$ cat src/rtl/set_pkg.sv
// Shared types and codes for the stylus event tracker.
package set_pkg;

    // opcodes
    localparam logic [1:0] OP_RAW      = 2'd0;
    localparam logic [1:0] OP_RESYNCED = 2'd1;
    localparam logic [1:0] OP_DEV_LOST = 2'd2;

    // evdev event types
    localparam logic [15:0] EV_SYN = 16'h0000;
    localparam logic [15:0] EV_KEY = 16'h0001;
    localparam logic [15:0] EV_ABS = 16'h0003;

    // sync codes
    localparam logic [15:0] SYN_REPORT  = 16'h0000;
    localparam logic [15:0] SYN_DROPPED = 16'h0003;

    // axis codes
    localparam logic [15:0] ABS_X        = 16'h0000;
    localparam logic [15:0] ABS_Y        = 16'h0001;
    localparam logic [15:0] ABS_PRESSURE = 16'h0018;
    localparam logic [15:0] ABS_DISTANCE = 16'h0019;
    localparam logic [15:0] ABS_TILT_X   = 16'h001a;
    localparam logic [15:0] ABS_TILT_Y   = 16'h001b;

    // key codes
    localparam logic [15:0] BTN_TOOL_PEN    = 16'h0140;
    localparam logic [15:0] BTN_TOOL_RUBBER = 16'h0141;
    localparam logic [15:0] BTN_TOUCH       = 16'h014a;
    localparam logic [15:0] BTN_SIDE_LOWER  = 16'h014b;
    localparam logic [15:0] BTN_SIDE_UPPER  = 16'h014c;

    // key bit positions
    localparam int KB_PEN     = 0;
    localparam int KB_RUBBER  = 1;
    localparam int KB_TOUCH   = 2;
    localparam int KB_STYLUS  = 3;
    localparam int KB_STYLUS2 = 4;

    // phase kinds
    localparam logic [2:0] PH_ADD    = 3'd0;
    localparam logic [2:0] PH_DOWN   = 3'd1;
    localparam logic [2:0] PH_MOVE   = 3'd2;
    localparam logic [2:0] PH_HOVER  = 3'd3;
    localparam logic [2:0] PH_UP     = 3'd4;
    localparam logic [2:0] PH_CANCEL = 3'd5;
    localparam logic [2:0] PH_REMOVE = 3'd6;
    localparam logic [2:0] PH_SAMPLE = 3'd7;

    // tools
    localparam logic [1:0] TOOL_NONE   = 2'd0;
    localparam logic [1:0] TOOL_TIP    = 2'd1;
    localparam logic [1:0] TOOL_ERASER = 2'd2;

    // transition bits
    localparam logic [5:0] TR_ADDED    = 6'b000001;
    localparam logic [5:0] TR_DOWN     = 6'b000010;
    localparam logic [5:0] TR_UP       = 6'b000100;
    localparam logic [5:0] TR_REMOVED  = 6'b001000;
    localparam logic [5:0] TR_CANCELED = 6'b010000;
    localparam logic [5:0] TR_RESYNC   = 6'b100000;

    // status bit for a lost device
    localparam logic [4:0] ST_DEV_LOST = 5'b10000;

    localparam logic [15:0] U16_MAX = 16'hffff;

    // pointer phases queued ahead of the sample
    localparam int PTR_SLOTS = 4;

    typedef struct packed {
        logic [1:0]         opcode;
        logic [15:0]        ev_type;
        logic [15:0]        ev_code;
        logic signed [31:0] ev_value;
        logic [62:0]        timestamp_us;
    } t_in_beat;

    typedef struct packed {
        logic               is_last;
        logic [62:0]        stamp_us;
        logic [2:0]         phase_kind;
        logic [1:0]         pen_tool;
        logic [4:0]         status_bits;
        logic [5:0]         transition_bits;
        logic [15:0]        pos_x;
        logic [15:0]        pos_y;
        logic [15:0]        pressure_level;
        logic [15:0]        hover_distance;
        logic signed [15:0] tilt_horizontal;
        logic signed [15:0] tilt_vertical;
    } t_out_beat;

endpackage

$ cat src/rtl/set_chan_if.sv
// Valid/ready channel carrying one payload beat.
interface set_chan_if #(parameter type T = logic);
    logic valid;
    logic ready;
    T     data;

    modport source(output valid, output data, input ready);
    modport sink(input valid, input data, output ready);
endinterface

$ cat src/rtl/stylus_event_tracker_unit.sv
// Stylus event tracker: evdev event intake, pen state, pointer phase and sample output.
// Path: an accepted report or device-lost beat reaches its first result beat via the input
//   register, then the burst register; other beats update state from the input register.
// Throughput: one input beat per cycle unless the input register stalls; beats without results
//   keep flowing while a burst drains. A burst holds n result beats (n = 1..5), and the next
//   report or device-lost beat waits in the input register until that burst's sample is taken.
// Reset: synchronous, active low; clears axes, keys, flags, pen state and both valid bits.
module stylus_event_tracker_unit (
    input  logic          i_clk,
    input  logic          i_rst_n,
    set_chan_if.sink      i_in,
    set_chan_if.source    o_out
);

    // ------------------------------------------------------------------
    // Input register
    // ------------------------------------------------------------------
    logic              r_in_vld;
    set_pkg::t_in_beat r_in;

    // ------------------------------------------------------------------
    // Tracker state
    // ------------------------------------------------------------------
    logic [15:0] r_ax_x, r_ax_y, r_ax_p, r_ax_d, r_ax_tx, r_ax_ty;
    logic [4:0]  r_keys;
    logic        r_dirty, r_dropping, r_resync;
    logic [1:0]  r_tool;
    logic        r_in_range, r_contact;

    logic [15:0] n_ax_x, n_ax_y, n_ax_p, n_ax_d, n_ax_tx, n_ax_ty;
    logic [4:0]  n_keys;
    logic        n_dirty, n_dropping, n_resync;
    logic [1:0]  n_tool;
    logic        n_in_range, n_contact;

    // ------------------------------------------------------------------
    // Burst register: pointer phases queued in front of one sample.
    // Axes are snapshotted since later beats may change them.
    // ------------------------------------------------------------------
    logic        r_b_vld;
    logic [2:0]  r_b_cnt;
    logic [2:0]  r_b_kind [set_pkg::PTR_SLOTS];
    logic [1:0]  r_b_ptool[set_pkg::PTR_SLOTS];
    logic [62:0] r_b_stamp;
    logic [15:0] r_b_x, r_b_y, r_b_p, r_b_d, r_b_tx, r_b_ty;
    logic [1:0]  r_b_btn;       // {stylus2, stylus} for pointer beats
    logic [1:0]  r_b_s_tool;
    logic [4:0]  r_b_s_status;
    logic [5:0]  r_b_s_trans;

    // burst being built from the input register
    logic        gen;
    logic [2:0]  p_cnt;
    logic [2:0]  p_kind [set_pkg::PTR_SLOTS];
    logic [1:0]  p_tool [set_pkg::PTR_SLOTS];
    logic [1:0]  s_tool;
    logic [4:0]  s_status;
    logic [5:0]  s_trans;

    // report decode
    logic [1:0]  nt;
    logic        nc, nr;
    logic [4:0]  key_mask;

    logic        b_free, in_adv, out_take;
    set_pkg::t_out_beat out_beat;

    function automatic logic [15:0] sat_u16(input logic signed [31:0] v);
        logic [15:0] res;
        if (v < 32'sd0)          res = 16'd0;
        else if (v > 32'sd65535) res = set_pkg::U16_MAX;
        else                     res = v[15:0];
        return res;
    endfunction

    function automatic logic [15:0] sat_i16(input logic signed [31:0] v);
        logic [15:0] res;
        if (v < -32'sd32768)     res = 16'h8000;
        else if (v > 32'sd32767) res = 16'h7fff;
        else                     res = v[15:0];
        return res;
    endfunction

    // ------------------------------------------------------------------
    // Handshake
    // ------------------------------------------------------------------
    assign out_take   = o_out.valid && o_out.ready;
    // burst register empties this cycle or already is empty
    assign b_free     = !r_b_vld || (o_out.ready && (r_b_cnt == 3'd0));
    assign in_adv     = r_in_vld && (!gen || b_free);
    assign i_in.ready = !r_in_vld || in_adv;

    // ------------------------------------------------------------------
    // Next state and burst contents for the beat in the input register
    // ------------------------------------------------------------------
    always_comb begin
        n_ax_x     = r_ax_x;
        n_ax_y     = r_ax_y;
        n_ax_p     = r_ax_p;
        n_ax_d     = r_ax_d;
        n_ax_tx    = r_ax_tx;
        n_ax_ty    = r_ax_ty;
        n_keys     = r_keys;
        n_dirty    = r_dirty;
        n_dropping = r_dropping;
        n_resync   = r_resync;
        n_tool     = r_tool;
        n_in_range = r_in_range;
        n_contact  = r_contact;

        gen      = 1'b0;
        p_cnt    = 3'd0;
        for (int i = 0; i < set_pkg::PTR_SLOTS; i++) begin
            p_kind[i] = set_pkg::PH_ADD;
            p_tool[i] = set_pkg::TOOL_NONE;
        end
        s_tool   = set_pkg::TOOL_NONE;
        s_status = 5'd0;
        s_trans  = 6'd0;

        // tool / range / contact as a report would derive them
        nc = r_keys[set_pkg::KB_TOUCH];
        if (r_keys[set_pkg::KB_RUBBER])     nt = set_pkg::TOOL_ERASER;
        else if (r_keys[set_pkg::KB_PEN])   nt = set_pkg::TOOL_TIP;
        else if (nc)                        nt = (r_tool == set_pkg::TOOL_NONE) ?
                                                 set_pkg::TOOL_TIP : r_tool;
        else                                nt = set_pkg::TOOL_NONE;
        nr = (nt != set_pkg::TOOL_NONE) || nc;

        unique case (r_in.ev_code)
            set_pkg::BTN_TOOL_PEN:    key_mask = 5'b00001;
            set_pkg::BTN_TOOL_RUBBER: key_mask = 5'b00010;
            set_pkg::BTN_TOUCH:       key_mask = 5'b00100;
            set_pkg::BTN_SIDE_LOWER:  key_mask = 5'b01000;
            set_pkg::BTN_SIDE_UPPER:  key_mask = 5'b10000;
            default:                  key_mask = 5'b00000;
        endcase

        priority if (r_in.opcode == set_pkg::OP_RESYNCED) begin
            n_dropping = 1'b0;
            n_resync   = 1'b1;
        end else if (r_in.opcode == set_pkg::OP_DEV_LOST) begin
            gen = 1'b1;
            if (r_contact) begin
                p_kind[p_cnt[1:0]] = set_pkg::PH_CANCEL;
                p_tool[p_cnt[1:0]] = r_tool;
                p_cnt   = p_cnt + 3'd1;
                s_trans = s_trans | set_pkg::TR_CANCELED;
            end
            if (r_in_range) begin
                p_kind[p_cnt[1:0]] = set_pkg::PH_REMOVE;
                p_tool[p_cnt[1:0]] = r_tool;
                p_cnt   = p_cnt + 3'd1;
                s_trans = s_trans | set_pkg::TR_REMOVED;
            end
            s_tool     = r_tool;
            s_status   = set_pkg::ST_DEV_LOST;
            n_tool     = set_pkg::TOOL_NONE;
            n_in_range = 1'b0;
            n_contact  = 1'b0;
            n_keys     = 5'd0;
        end else if (r_in.opcode == set_pkg::OP_RAW) begin
            priority if (r_in.ev_type == set_pkg::EV_SYN &&
                         r_in.ev_code == set_pkg::SYN_DROPPED) begin
                n_dropping = 1'b1;
                n_dirty    = 1'b0;
            end else if (r_dropping) begin
                // discard until the next report, then flag resync
                if (r_in.ev_type == set_pkg::EV_SYN &&
                    r_in.ev_code == set_pkg::SYN_REPORT) begin
                    n_dropping = 1'b0;
                    n_resync   = 1'b1;
                end
            end else if (r_in.ev_type == set_pkg::EV_ABS) begin
                unique case (r_in.ev_code)
                    set_pkg::ABS_X: begin
                        n_ax_x  = sat_u16(r_in.ev_value);
                        n_dirty = 1'b1;
                    end
                    set_pkg::ABS_Y: begin
                        n_ax_y  = sat_u16(r_in.ev_value);
                        n_dirty = 1'b1;
                    end
                    set_pkg::ABS_PRESSURE: begin
                        n_ax_p  = sat_u16(r_in.ev_value);
                        n_dirty = 1'b1;
                    end
                    set_pkg::ABS_DISTANCE: begin
                        n_ax_d  = sat_u16(r_in.ev_value);
                        n_dirty = 1'b1;
                    end
                    set_pkg::ABS_TILT_X: begin
                        n_ax_tx = sat_i16(r_in.ev_value);
                        n_dirty = 1'b1;
                    end
                    set_pkg::ABS_TILT_Y: begin
                        n_ax_ty = sat_i16(r_in.ev_value);
                        n_dirty = 1'b1;
                    end
                    default: ;
                endcase
            end else if (r_in.ev_type == set_pkg::EV_KEY) begin
                if (key_mask != 5'd0) begin
                    n_keys  = (r_in.ev_value != 32'sd0) ? (r_keys | key_mask)
                                                        : (r_keys & ~key_mask);
                    n_dirty = 1'b1;
                end
            end else if (r_in.ev_type == set_pkg::EV_SYN &&
                         r_in.ev_code == set_pkg::SYN_REPORT &&
                         (r_dirty || r_resync)) begin
                gen = 1'b1;
                priority if (r_in_range && nr && (r_tool != nt)) begin
                    // tool swap while in range
                    if (r_contact) begin
                        p_kind[p_cnt[1:0]] = set_pkg::PH_CANCEL;
                        p_tool[p_cnt[1:0]] = r_tool;
                        p_cnt   = p_cnt + 3'd1;
                        s_trans = s_trans | set_pkg::TR_CANCELED;
                    end
                    p_kind[p_cnt[1:0]] = set_pkg::PH_REMOVE;
                    p_tool[p_cnt[1:0]] = r_tool;
                    p_cnt   = p_cnt + 3'd1;
                    p_kind[p_cnt[1:0]] = set_pkg::PH_ADD;
                    p_tool[p_cnt[1:0]] = nt;
                    p_cnt   = p_cnt + 3'd1;
                    s_trans = s_trans | set_pkg::TR_REMOVED | set_pkg::TR_ADDED;
                    if (nc) begin
                        p_kind[p_cnt[1:0]] = set_pkg::PH_DOWN;
                        p_tool[p_cnt[1:0]] = nt;
                        p_cnt   = p_cnt + 3'd1;
                        s_trans = s_trans | set_pkg::TR_DOWN;
                    end
                end else if (!r_in_range && nr) begin
                    p_kind[p_cnt[1:0]] = set_pkg::PH_ADD;
                    p_tool[p_cnt[1:0]] = nt;
                    p_cnt   = p_cnt + 3'd1;
                    s_trans = s_trans | set_pkg::TR_ADDED;
                    if (nc) begin
                        p_kind[p_cnt[1:0]] = set_pkg::PH_DOWN;
                        p_tool[p_cnt[1:0]] = nt;
                        p_cnt   = p_cnt + 3'd1;
                        s_trans = s_trans | set_pkg::TR_DOWN;
                    end
                end else if (r_in_range && !nr) begin
                    if (r_contact) begin
                        p_kind[p_cnt[1:0]] = set_pkg::PH_UP;
                        p_tool[p_cnt[1:0]] = r_tool;
                        p_cnt   = p_cnt + 3'd1;
                        s_trans = s_trans | set_pkg::TR_UP;
                    end
                    p_kind[p_cnt[1:0]] = set_pkg::PH_REMOVE;
                    p_tool[p_cnt[1:0]] = r_tool;
                    p_cnt   = p_cnt + 3'd1;
                    s_trans = s_trans | set_pkg::TR_REMOVED;
                end else if (r_in_range && nr) begin
                    p_tool[0] = nt;
                    p_cnt     = 3'd1;
                    priority if (!r_contact && nc) begin
                        p_kind[0] = set_pkg::PH_DOWN;
                        s_trans   = s_trans | set_pkg::TR_DOWN;
                    end else if (r_contact && !nc) begin
                        p_kind[0] = set_pkg::PH_UP;
                        s_trans   = s_trans | set_pkg::TR_UP;
                    end else if (nc) begin
                        p_kind[0] = set_pkg::PH_MOVE;
                    end else begin
                        p_kind[0] = set_pkg::PH_HOVER;
                    end
                end else begin
                    // out of range and staying out: sample only
                end
                if (r_resync) begin
                    s_trans  = s_trans | set_pkg::TR_RESYNC;
                    n_resync = 1'b0;
                end
                s_tool     = nt;
                s_status   = {1'b0, r_keys[set_pkg::KB_STYLUS2],
                              r_keys[set_pkg::KB_STYLUS], nc, nr};
                n_tool     = nt;
                n_in_range = nr;
                n_contact  = nc;
                n_dirty    = 1'b0;
            end else begin
                // unknown type or code
            end
        end else begin
            // unused opcode
        end
    end

    // ------------------------------------------------------------------
    // Control registers
    // ------------------------------------------------------------------
    always_ff @(posedge i_clk) begin
        if (!i_rst_n) begin
            r_in_vld   <= 1'b0;
            r_ax_x     <= 16'd0;
            r_ax_y     <= 16'd0;
            r_ax_p     <= 16'd0;
            r_ax_d     <= 16'd0;
            r_ax_tx    <= 16'd0;
            r_ax_ty    <= 16'd0;
            r_keys     <= 5'd0;
            r_dirty    <= 1'b0;
            r_dropping <= 1'b0;
            r_resync   <= 1'b0;
            r_tool     <= set_pkg::TOOL_NONE;
            r_in_range <= 1'b0;
            r_contact  <= 1'b0;
            r_b_vld    <= 1'b0;
            r_b_cnt    <= 3'd0;
        end else begin
            if (i_in.ready) begin
                r_in_vld <= i_in.valid;
            end
            if (in_adv) begin
                r_ax_x     <= n_ax_x;
                r_ax_y     <= n_ax_y;
                r_ax_p     <= n_ax_p;
                r_ax_d     <= n_ax_d;
                r_ax_tx    <= n_ax_tx;
                r_ax_ty    <= n_ax_ty;
                r_keys     <= n_keys;
                r_dirty    <= n_dirty;
                r_dropping <= n_dropping;
                r_resync   <= n_resync;
                r_tool     <= n_tool;
                r_in_range <= n_in_range;
                r_contact  <= n_contact;
            end
            if (in_adv && gen) begin
                r_b_vld <= 1'b1;
                r_b_cnt <= p_cnt;
            end else if (out_take) begin
                if (r_b_cnt != 3'd0) begin
                    r_b_cnt <= r_b_cnt - 3'd1;
                end else begin
                    r_b_vld <= 1'b0;
                end
            end
        end
    end

    // ------------------------------------------------------------------
    // Payload registers
    // ------------------------------------------------------------------
    always_ff @(posedge i_clk) begin
        if (i_in.ready && i_in.valid) begin
            r_in <= i_in.data;
        end
        if (in_adv && gen) begin
            r_b_stamp    <= r_in.timestamp_us;
            r_b_x        <= r_ax_x;
            r_b_y        <= r_ax_y;
            r_b_p        <= r_ax_p;
            r_b_d        <= r_ax_d;
            r_b_tx       <= r_ax_tx;
            r_b_ty       <= r_ax_ty;
            r_b_btn      <= {r_keys[set_pkg::KB_STYLUS2], r_keys[set_pkg::KB_STYLUS]};
            r_b_s_tool   <= s_tool;
            r_b_s_status <= s_status;
            r_b_s_trans  <= s_trans;
            for (int i = 0; i < set_pkg::PTR_SLOTS; i++) begin
                r_b_kind[i]  <= p_kind[i];
                r_b_ptool[i] <= p_tool[i];
            end
        end else if (out_take && (r_b_cnt != 3'd0)) begin
            // shift the pointer queue toward slot 0
            for (int i = 0; i < set_pkg::PTR_SLOTS - 1; i++) begin
                r_b_kind[i]  <= r_b_kind[i + 1];
                r_b_ptool[i] <= r_b_ptool[i + 1];
            end
        end
    end

    // ------------------------------------------------------------------
    // Output beat: queued pointer phase first, sample last
    // ------------------------------------------------------------------
    always_comb begin
        out_beat.stamp_us       = r_b_stamp;
        out_beat.pos_x          = r_b_x;
        out_beat.pos_y          = r_b_y;
        out_beat.pressure_level = r_b_p;
        if (r_b_cnt != 3'd0) begin
            out_beat.is_last         = 1'b0;
            out_beat.phase_kind      = r_b_kind[0];
            out_beat.pen_tool        = r_b_ptool[0];
            out_beat.status_bits     = {1'b0, r_b_btn, 2'b00};
            out_beat.transition_bits = 6'd0;
            out_beat.hover_distance  = 16'd0;
            out_beat.tilt_horizontal = 16'sd0;
            out_beat.tilt_vertical   = 16'sd0;
        end else begin
            out_beat.is_last         = 1'b1;
            out_beat.phase_kind      = set_pkg::PH_SAMPLE;
            out_beat.pen_tool        = r_b_s_tool;
            out_beat.status_bits     = r_b_s_status;
            out_beat.transition_bits = r_b_s_trans;
            out_beat.hover_distance  = r_b_d;
            out_beat.tilt_horizontal = r_b_tx;
            out_beat.tilt_vertical   = r_b_ty;
        end
    end

    assign o_out.valid = r_b_vld;
    assign o_out.data  = out_beat;

    // ------------------------------------------------------------------
    // Assertions
    // ------------------------------------------------------------------
    a_cnt_range: assert property (@(posedge i_clk) disable iff (!i_rst_n)
        r_b_cnt <= 3'd4)
        else $error("pointer queue count out of range");

    a_burst_cont: assert property (@(posedge i_clk) disable iff (!i_rst_n)
        (out_take && !o_out.data.is_last) |=> o_out.valid)
        else $error("burst ended before its sample");

    a_contact_range: assert property (@(posedge i_clk) disable iff (!i_rst_n)
        r_contact |-> r_in_range)
        else $error("contact without range");

    a_lost_status: assert property (@(posedge i_clk) disable iff (!i_rst_n)
        (o_out.valid && o_out.data.is_last && o_out.data.status_bits[4])
            |-> (o_out.data.status_bits[3:0] == 4'd0))
        else $error("device-lost sample with live status");

    a_stall_hold: assert property (@(posedge i_clk) disable iff (!i_rst_n)
        (r_in_vld && !in_adv) |=> (r_in_vld && $stable(r_in)))
        else $error("input register lost a stalled beat");

endmodule

$ cat src/flat_wrapper.sv
// flat-port wrapper written by rule: the top's interface ports become plain ports
module stylus_event_tracker_unit_flat import set_pkg::*;
  (i_clk, i_rst_n, i_in_valid, i_in_data, i_in_ready, o_out_valid, o_out_data, o_out_ready);
  set_chan_if #(.T(t_in_beat)) i_in_i ();
  set_chan_if #(.T(t_out_beat)) o_out_i ();
  input  logic i_clk;
  input  logic i_rst_n;
  input wire logic [$bits(i_in_i.valid)-1:0] i_in_valid;
  input wire logic [$bits(i_in_i.data)-1:0] i_in_data;
  output wire logic [$bits(i_in_i.ready)-1:0] i_in_ready;
  output wire logic [$bits(o_out_i.valid)-1:0] o_out_valid;
  output wire logic [$bits(o_out_i.data)-1:0] o_out_data;
  input wire logic [$bits(o_out_i.ready)-1:0] o_out_ready;
  assign i_in_i.valid = i_in_valid;
  assign i_in_i.data = i_in_data;
  assign i_in_ready = i_in_i.ready;
  assign o_out_valid = o_out_i.valid;
  assign o_out_data = o_out_i.data;
  assign o_out_i.ready = o_out_ready;
  stylus_event_tracker_unit u_core (.i_clk(i_clk), .i_rst_n(i_rst_n), .i_in(i_in_i), .o_out(o_out_i));
endmodule
$ cat config.mk
export PLATFORM = sky130hd
export DESIGN_NAME = stylus_event_tracker_unit_flat
export DESIGN_NICKNAME = d
export VERILOG_FILES = /design/src/rtl/set_pkg.sv /design/src/rtl/set_chan_if.sv /design/src/rtl/stylus_event_tracker_unit.sv /design/src/flat_wrapper.sv
export SDC_FILE = /design/constraint.sdc
export NUM_CORES = 1
export LEC_CHECK = 0
export BUFFER_PORTS_ARGS = -buffer_cell sky130_fd_sc_hd__buf_2
export CORE_MARGIN = 4
export CORE_UTILIZATION = 39
export DETAILED_ROUTE_END_ITERATION = 10
export SLEW_MARGIN = 30
export SYNTH_ARGS = -nofsm -noshare
export SYNTH_HDL_FRONTEND = slang
export SYNTH_SLANG_ARGS = --single-unit
export TNS_END_PERCENT = 1
$ cat constraint.sdc
create_clock -name i_clk -period 9.1 [get_ports i_clk]
set_input_delay 1.365 -clock i_clk [delete_from_list [all_inputs] [get_ports i_clk]]
set_output_delay 1.365 -clock i_clk [all_outputs]
set_load 0.03 [all_outputs]
==> results of run 1 <==
==> critical path, cell delays in order (launching register included) <==
cell and delay [ns]:
edfxtp_1 0.41, nor4_4 0.41, nand4_1 0.41, nor4_1 0.39
buf_4 0.23, nor2_1 0.05, nor3_1 0.46, inv_1 0.08
buf_2 0.19
==> layer usage <==
layer | GRT usage | vias to the layer above | share of wire
met5 | 0 | - | 0.00034
met4 | 0.0525 | 2 | 0.022
met3 | 0.0581 | 56 | 0.081
met2 | 0.268 | 281 | 0.46
met1 | 0.224 | 4711 | 0.43
li1 | - | 4753 | -
==> power groups by stage <==
stage                     Sequential (mW)  Combinational [mW]  Clock (mW)
final                                2.20               0.155        1.81
after floorplan                      2.24              0.0806           0
after global placement               2.24               0.156           0
after detailed placement             2.24               0.158           0
after CTS                            2.20               0.158        1.87
after global routing                 2.20               0.168        1.96
==> per-stage QoR <==
stage	cells	instance area (um2)	hold WS (ns)	total power, mW
final	2022	19800	0.411	4.16
after global routing	2021	19800	0.421	4.33
after CTS	2019	19800	0.410	4.22
after detailed placement	1935	18300	0.405	2.40
after global placement	1935	18300	0.400	2.39
after floorplan	1134	16200	0.400	2.32
==> cell families (layout without fill, tap and decap cells) <==
| logic type | count (synthesis) | count (layout) | synth area share |
|---|---|---|---|
| simple gates | 418 | 418 | 0.142 |
| other cells | 0 | 3 | 0 |
| buf+inv | 72 | 425 | 0.0197 |
| fa+ha+maj | 13 | 13 | 0.0100 |
| flops | 431 | 431 | 0.727 |
| mux | 68 | 68 | 0.0419 |
| compound gates | 131 | 131 | 0.0586 |
| xor+xnor | 1 | 1 | 0.000539 |
==> synthesized netlist by cell type, types with 12 or more instances <==
cell | n | area share
a21boi_0 | 35 | 0.016
and2_1 | 63 | 0.024
clkbuf_1 | 45 | 0.010
dfxtp_1 | 113 | 0.14
edfxtp_1 | 318 | 0.59
ha_1 | 13 | 0.010
inv_1 | 17 | 0.0039
mux2i_1 | 68 | 0.042
nand2_1 | 116 | 0.027
nand4_1 | 12 | 0.0046
nor2_1 | 60 | 0.014
nor2b_1 | 71 | 0.027
nor3_1 | 18 | 0.0055
nor4_1 | 12 | 0.0046
o21a_1 | 19 | 0.0088
o21ai_0 | 15 | 0.0046
==> cell type report <==
type	count	share of cell area
inverters	17	0.00366
well taps	532	0.0336
clock inverters	28	0.0120
clock buffers	56	0.0621
diodes	3	0.000379
repair buffers	324	0.0836
flip-flops and latches	431	0.596
multi-input cells	631	0.209
==> path summary, 6_finish.rpt <==
kind	startpoint	to	slack, ns	depth (start not counted)
worst max-delay path	u_core.r_in[108]	i_in_ready	4.54	8
worst min-delay path	u_core.r_in[38]	u_core.r_b_stamp[38]	0.41	0
worst max register to register	u_core.r_in[108]	u_core.r_b_tx[9]	4.97	8
worst min register to register	u_core.r_in[38]	u_core.r_b_stamp[38]	0.41	0
==> sequential cells by signal, indices dropped and copies added (netlist names), 3 cells and up <==
name / flops
u_core.r_b_x: 16
u_core.r_b_p: 16
u_core.r_b_stamp: 63
u_core.r_b_ty: 16
u_core.r_b_kind: 7
u_core.r_keys: 5
u_core.r_in: 129
u_core.r_b_d: 16
u_core.r_ax_y: 16
u_core.r_ax_tx: 16
u_core.r_ax_x: 16
u_core.r_ax_d: 16
u_core.r_b_y: 16
u_core.r_b_cnt: 3
u_core.r_b_tx: 16
u_core.r_b_ptool: 8
u_core.r_ax_ty: 16
u_core.r_b_s_trans: 6
u_core.r_ax_p: 16
u_core.r_b_s_status: 5
==> results.sh, run 1 <==
export IMPL_status="finished, final reports clean"
export IMPL_peakVddDrop_v=0.000179
export IMPL_synth_edf_count=318
export IMPL_power_density_mw_per_mm2=210
export IMPL_p_int_mw=3.27
export IMPL_power_switching_mw=0.892
export IMPL_antenna_found_initial=4
export IMPL_multi_input_area_mm2=0.00414
export IMPL_share_comb_of_total_power=0.037
export IMPL_wl_per_cell_um=19.2
export IMPL_numCtsBuffers=46
export IMPL_globalplace_congestion=0.824
export IMPL_fin_skew_ns=0.0196
export IMPL_cts_hold_buf=0
export IMPL_synthArstFlopShare=0
export IMPL_gr_usage_all_layers=0.170
export IMPL_numClockSinks=431
export IMPL_grt_max_degree=114
export IMPL_ys_seq_elements=431
export IMPL_avgSynthCellArea_um2=14.3
export IMPL_drt_wl_total_mm=38.8
export IMPL_rsz0062_at_grt="false"
export IMPL_worstPathArrival_ns=3.19
export IMPL_hold_class="reg2reg"
export IMPL_design_portCount=311
export IMPL_period_share=0.501
export IMPL_cts_setup_buffers=0
export IMPL_n_fill_cell=3647
export IMPL_cts_root_buf="clkbuf_16"
export IMPL_final_hold_viol_count=0
export IMPL_final_core_util=0.483
export IMPL_die_area_mm2=0.0450
export IMPL_vias_per_cell=4.85
export IMPL_period_needed_ns=4.56
export IMPL_clock_fmax_mhz=219
export IMPL_power_frac_clock=0.435
export IMPL_clk_path_buf_depth=3
export IMPL_syn_inst=1134
export IMPL_grt_remaining_overflow=0
export IMPL_seq_power_share=0.528
export IMPL_clk_latency_ns=0.58
export IMPL_grt_pass1_wl_mm=58.7
export IMPL_path_max_fanout=11
export IMPL_max_slew_worst_pin_slew_ns=0.891
export IMPL_drive_gt1_frac=0.284
export IMPL_synth_seq_area_share=0.727
export IMPL_cp_start_kind="flop"
export IMPL_synth_nets=1280
export IMPL_crit_path_end_kind="primary output"
export IMPL_nNetsFinal=1597
export IMPL_yosysWarnings=0
export IMPL_drc=0
export IMPL_final_max_slew_viol_count=0
export IMPL_fp_row_count=74
export IMPL_worst_setup_hold_path_clk_slew_ns=0.06
export IMPL_antenna_left=0
export IMPL_start_util=0.396
export IMPL_port_buffers=310
export IMPL_synth_distinct_cells=78
export IMPL_setup_viol=0
export IMPL_layout_commonest_cell="edfxtp_1"
export IMPL_place_hpwl_mm=26.3
export IMPL_crit_type="reg2out"
export IMPL_dr_pass1_iters=4
export IMPL_die_h_um=212
export IMPL_leakage_nw=7.09
export IMPL_cts_resized=0
export IMPL_dp_slack_ns=4.59
export IMPL_mostFrequentLayoutCells="edfxtp_1 (318), buf_2 (310), nand2_1 (116)"
export IMPL_grt_pass1_vias=9931
export IMPL_required_ns=7.74
export IMPL_synth_area_mm2=0.0162
export IMPL_fp_dieW_um=212
export IMPL_seqCellArea_mm2=0.0118
export IMPL_postLayoutSetupSlackWorst_ns=4.54
export IMPL_timing_max_cap_violations=0
export IMPL_core_region_area_mm2=0.0410
export IMPL_p_sw_frac=0.214
export IMPL_cts_max_level=2
export IMPL_ys_dominant_reg_cell="edfxtp_1"
export IMPL_fin_setup_tns_ns=0
export IMPL_slew_headroom=0.406
export IMPL_syn_to_final_growth_pct=22.1
export IMPL_num_vias=9803
export IMPL_drt_iter0_markers=562
export IMPL_cts_tree="done"
(Power assumes the default switching activity.)
==> inputs of run 2 (changes only) <==
Clock period 9.1 ns to 4.2 ns, I/O delays scaled along.
==> run 2 against run 1 <==
Effect of this change:
- clock-buffer cell count decreased by 1
- cell area rose by 0.56%
- worst hold slack got worse by 0.17 ns
- worst setup slack worse by 4.1 ns
- largest cell class unchanged
==> results.sh, run 2 (synthesis gave the netlist of run 1 again) <==
export IMPL_max_slew_worst_pin_slew_ns=0.844
export IMPL_grt_pass1_vias=9852
export IMPL_hold_depth=1
export IMPL_final_hold_viol_count=0
export IMPL_core_region_area_mm2=0.0410
export IMPL_power_mw=9.08
export IMPL_place_hpwl_mm=26.3
export IMPL_reg_top3="u_core.r_in x129, u_core.r_b_stamp x63"
export IMPL_clk_path_buf_depth=3
export IMPL_crit_type="reg2out"
export IMPL_vias_per_cell=4.85
export IMPL_peakVddDrop_v=0.000371
export IMPL_cts_hold_buf=0
export IMPL_required_ns=3.57
export IMPL_path_max_fanout=11
export IMPL_n_fill_cell=3626
export IMPL_regMostFlops="u_core.r_in"
export IMPL_period_needed_ns=3.75
export IMPL_die_area_mm2=0.0450
export IMPL_worst_setup_hold_path_clk_slew_ns=0.06
export IMPL_drt_wl_total_mm=38.3
export IMPL_design_portCount=311
export IMPL_die_h_um=212
export IMPL_mostFrequentLayoutCells="edfxtp_1 (318), buf_2 (310), nand2_1 (116)"
export IMPL_cp_start_kind="flop"
export IMPL_nNetsFinal=1600
export IMPL_syn_to_final_growth_pct=22.7
export IMPL_grt_remaining_overflow=0
export IMPL_timing_max_cap_violations=0
export IMPL_port_buffers=310
export IMPL_slew_headroom=0.433
export IMPL_grt_pass1_wl_mm=57.4
export IMPL_num_vias=9826
export IMPL_layout_commonest_cell="edfxtp_1"
export IMPL_crit_path_end_kind="primary output"
export IMPL_cts_setup_buffers=0
export IMPL_fp_row_count=74
export IMPL_gr_usage_all_layers=0.166
export IMPL_multi_input_area_mm2=0.00414
export IMPL_wl_per_cell_um=18.9
export IMPL_numClockSinks=431
export IMPL_setup_viol=0
export IMPL_globalplace_congestion=0.831
export IMPL_fin_skew_ns=0.0136
export IMPL_antenna_found_initial=7
export IMPL_seqCellArea_mm2=0.0118
export IMPL_status="finished, final reports clean"
export IMPL_final_max_slew_viol_count=0
export IMPL_cts_max_level=2
export IMPL_rr_worst_depth=8
export IMPL_grt_max_degree=130
export IMPL_antenna_left=0
export IMPL_clock_fmax_mhz=267
export IMPL_period_share=0.893
export IMPL_hold_class="in2reg"
export IMPL_clk_latency_ns=0.56
export IMPL_placed_area_mm2=0.0184
export IMPL_fp_dieW_um=212
export IMPL_cts_root_buf="clkbuf_16"
export IMPL_largest_reg_flops=129
export IMPL_rsz0062_at_grt="false"
export IMPL_start_util=0.396
export IMPL_drt_iter0_markers=573
export IMPL_numCtsBuffers=45
export IMPL_drive_gt1_frac=0.290
export IMPL_power_density_mw_per_mm2=455
export IMPL_drc=0
export IMPL_cts_tree="done"
export IMPL_worstPathArrival_ns=3.12
export IMPL_cts_resized=0
export IMPL_leakage_nw=7.16
export IMPL_dr_pass1_iters=5
export IMPL_design_area_mm2=0.0199
==> run 2: worst max-delay path, stage by stage (launching register included) <==
cell,delay [ns]
edfxtp_1,0.40
nor4_4,0.40
nand4_1,0.39
nor4_1,0.39
buf_4,0.23
nor2_1,0.05
nor3_1,0.43
inv_1,0.07
buf_2,0.19
==> run 2: path summary, 6_finish.rpt <==
path                          from                    to  slack, ns
setup reg to reg  u_core.r_in[108]  u_core.r_b_stamp[24]       0.88
hold / removal        i_in_data[6]        u_core.r_in[6]       0.24
setup / recovery  u_core.r_in[108]            i_in_ready       0.45
hold reg to reg    u_core.r_in[43]  u_core.r_b_stamp[43]       0.42
==> run 2: final cells by class <==
class	instances	share of cell area
antenna	4	0.000502
clock buffer	55	0.0589
clock inverter	29	0.0156
inverter	17	0.00339
multi-input combinational	631	0.208
sequential	431	0.593
tap	532	0.0334
timing repair buffer	328	0.0880
==> run 2: layer usage <==
metal	vias to the layer above	part of all wire	GRT usage
met1	4688	0.45	0.229
met4	8	0.023	0.0530
met2	304	0.45	0.256
li1	4763	-	-
met3	63	0.075	0.0484
met5	-	0.0013	0
==> run 2: where the power goes <==
part | switching, mW | total [mW] | internal [mW]
Sequential | 0.0629 | 4.76 | 4.70
Clock | 1.66 | 3.98 | 2.33
Combinational | 0.212 | 0.331 | 0.119
Total | 1.93 | 9.08 | 7.14
==> run 2: stage by stage <==
step | hold WS, ns | setup slack [ns] | cells | setup TNS (ns) | util
floorplan | 0.400 | -0.492 | 1134 | -87.13 | -
finish | 0.237 | 0.448 | 2027 | 0 | 0.486
CTS | 0.192 | 0.387 | 2023 | 0 | 0.486
detailed placement | 0.405 | 0.884 | 1939 | 0 | 0.449
global route | 0.206 | 0.119 | 2024 | 0 | 0.486
global placement | 0.400 | 0.937 | 1939 | 0 | 0.449
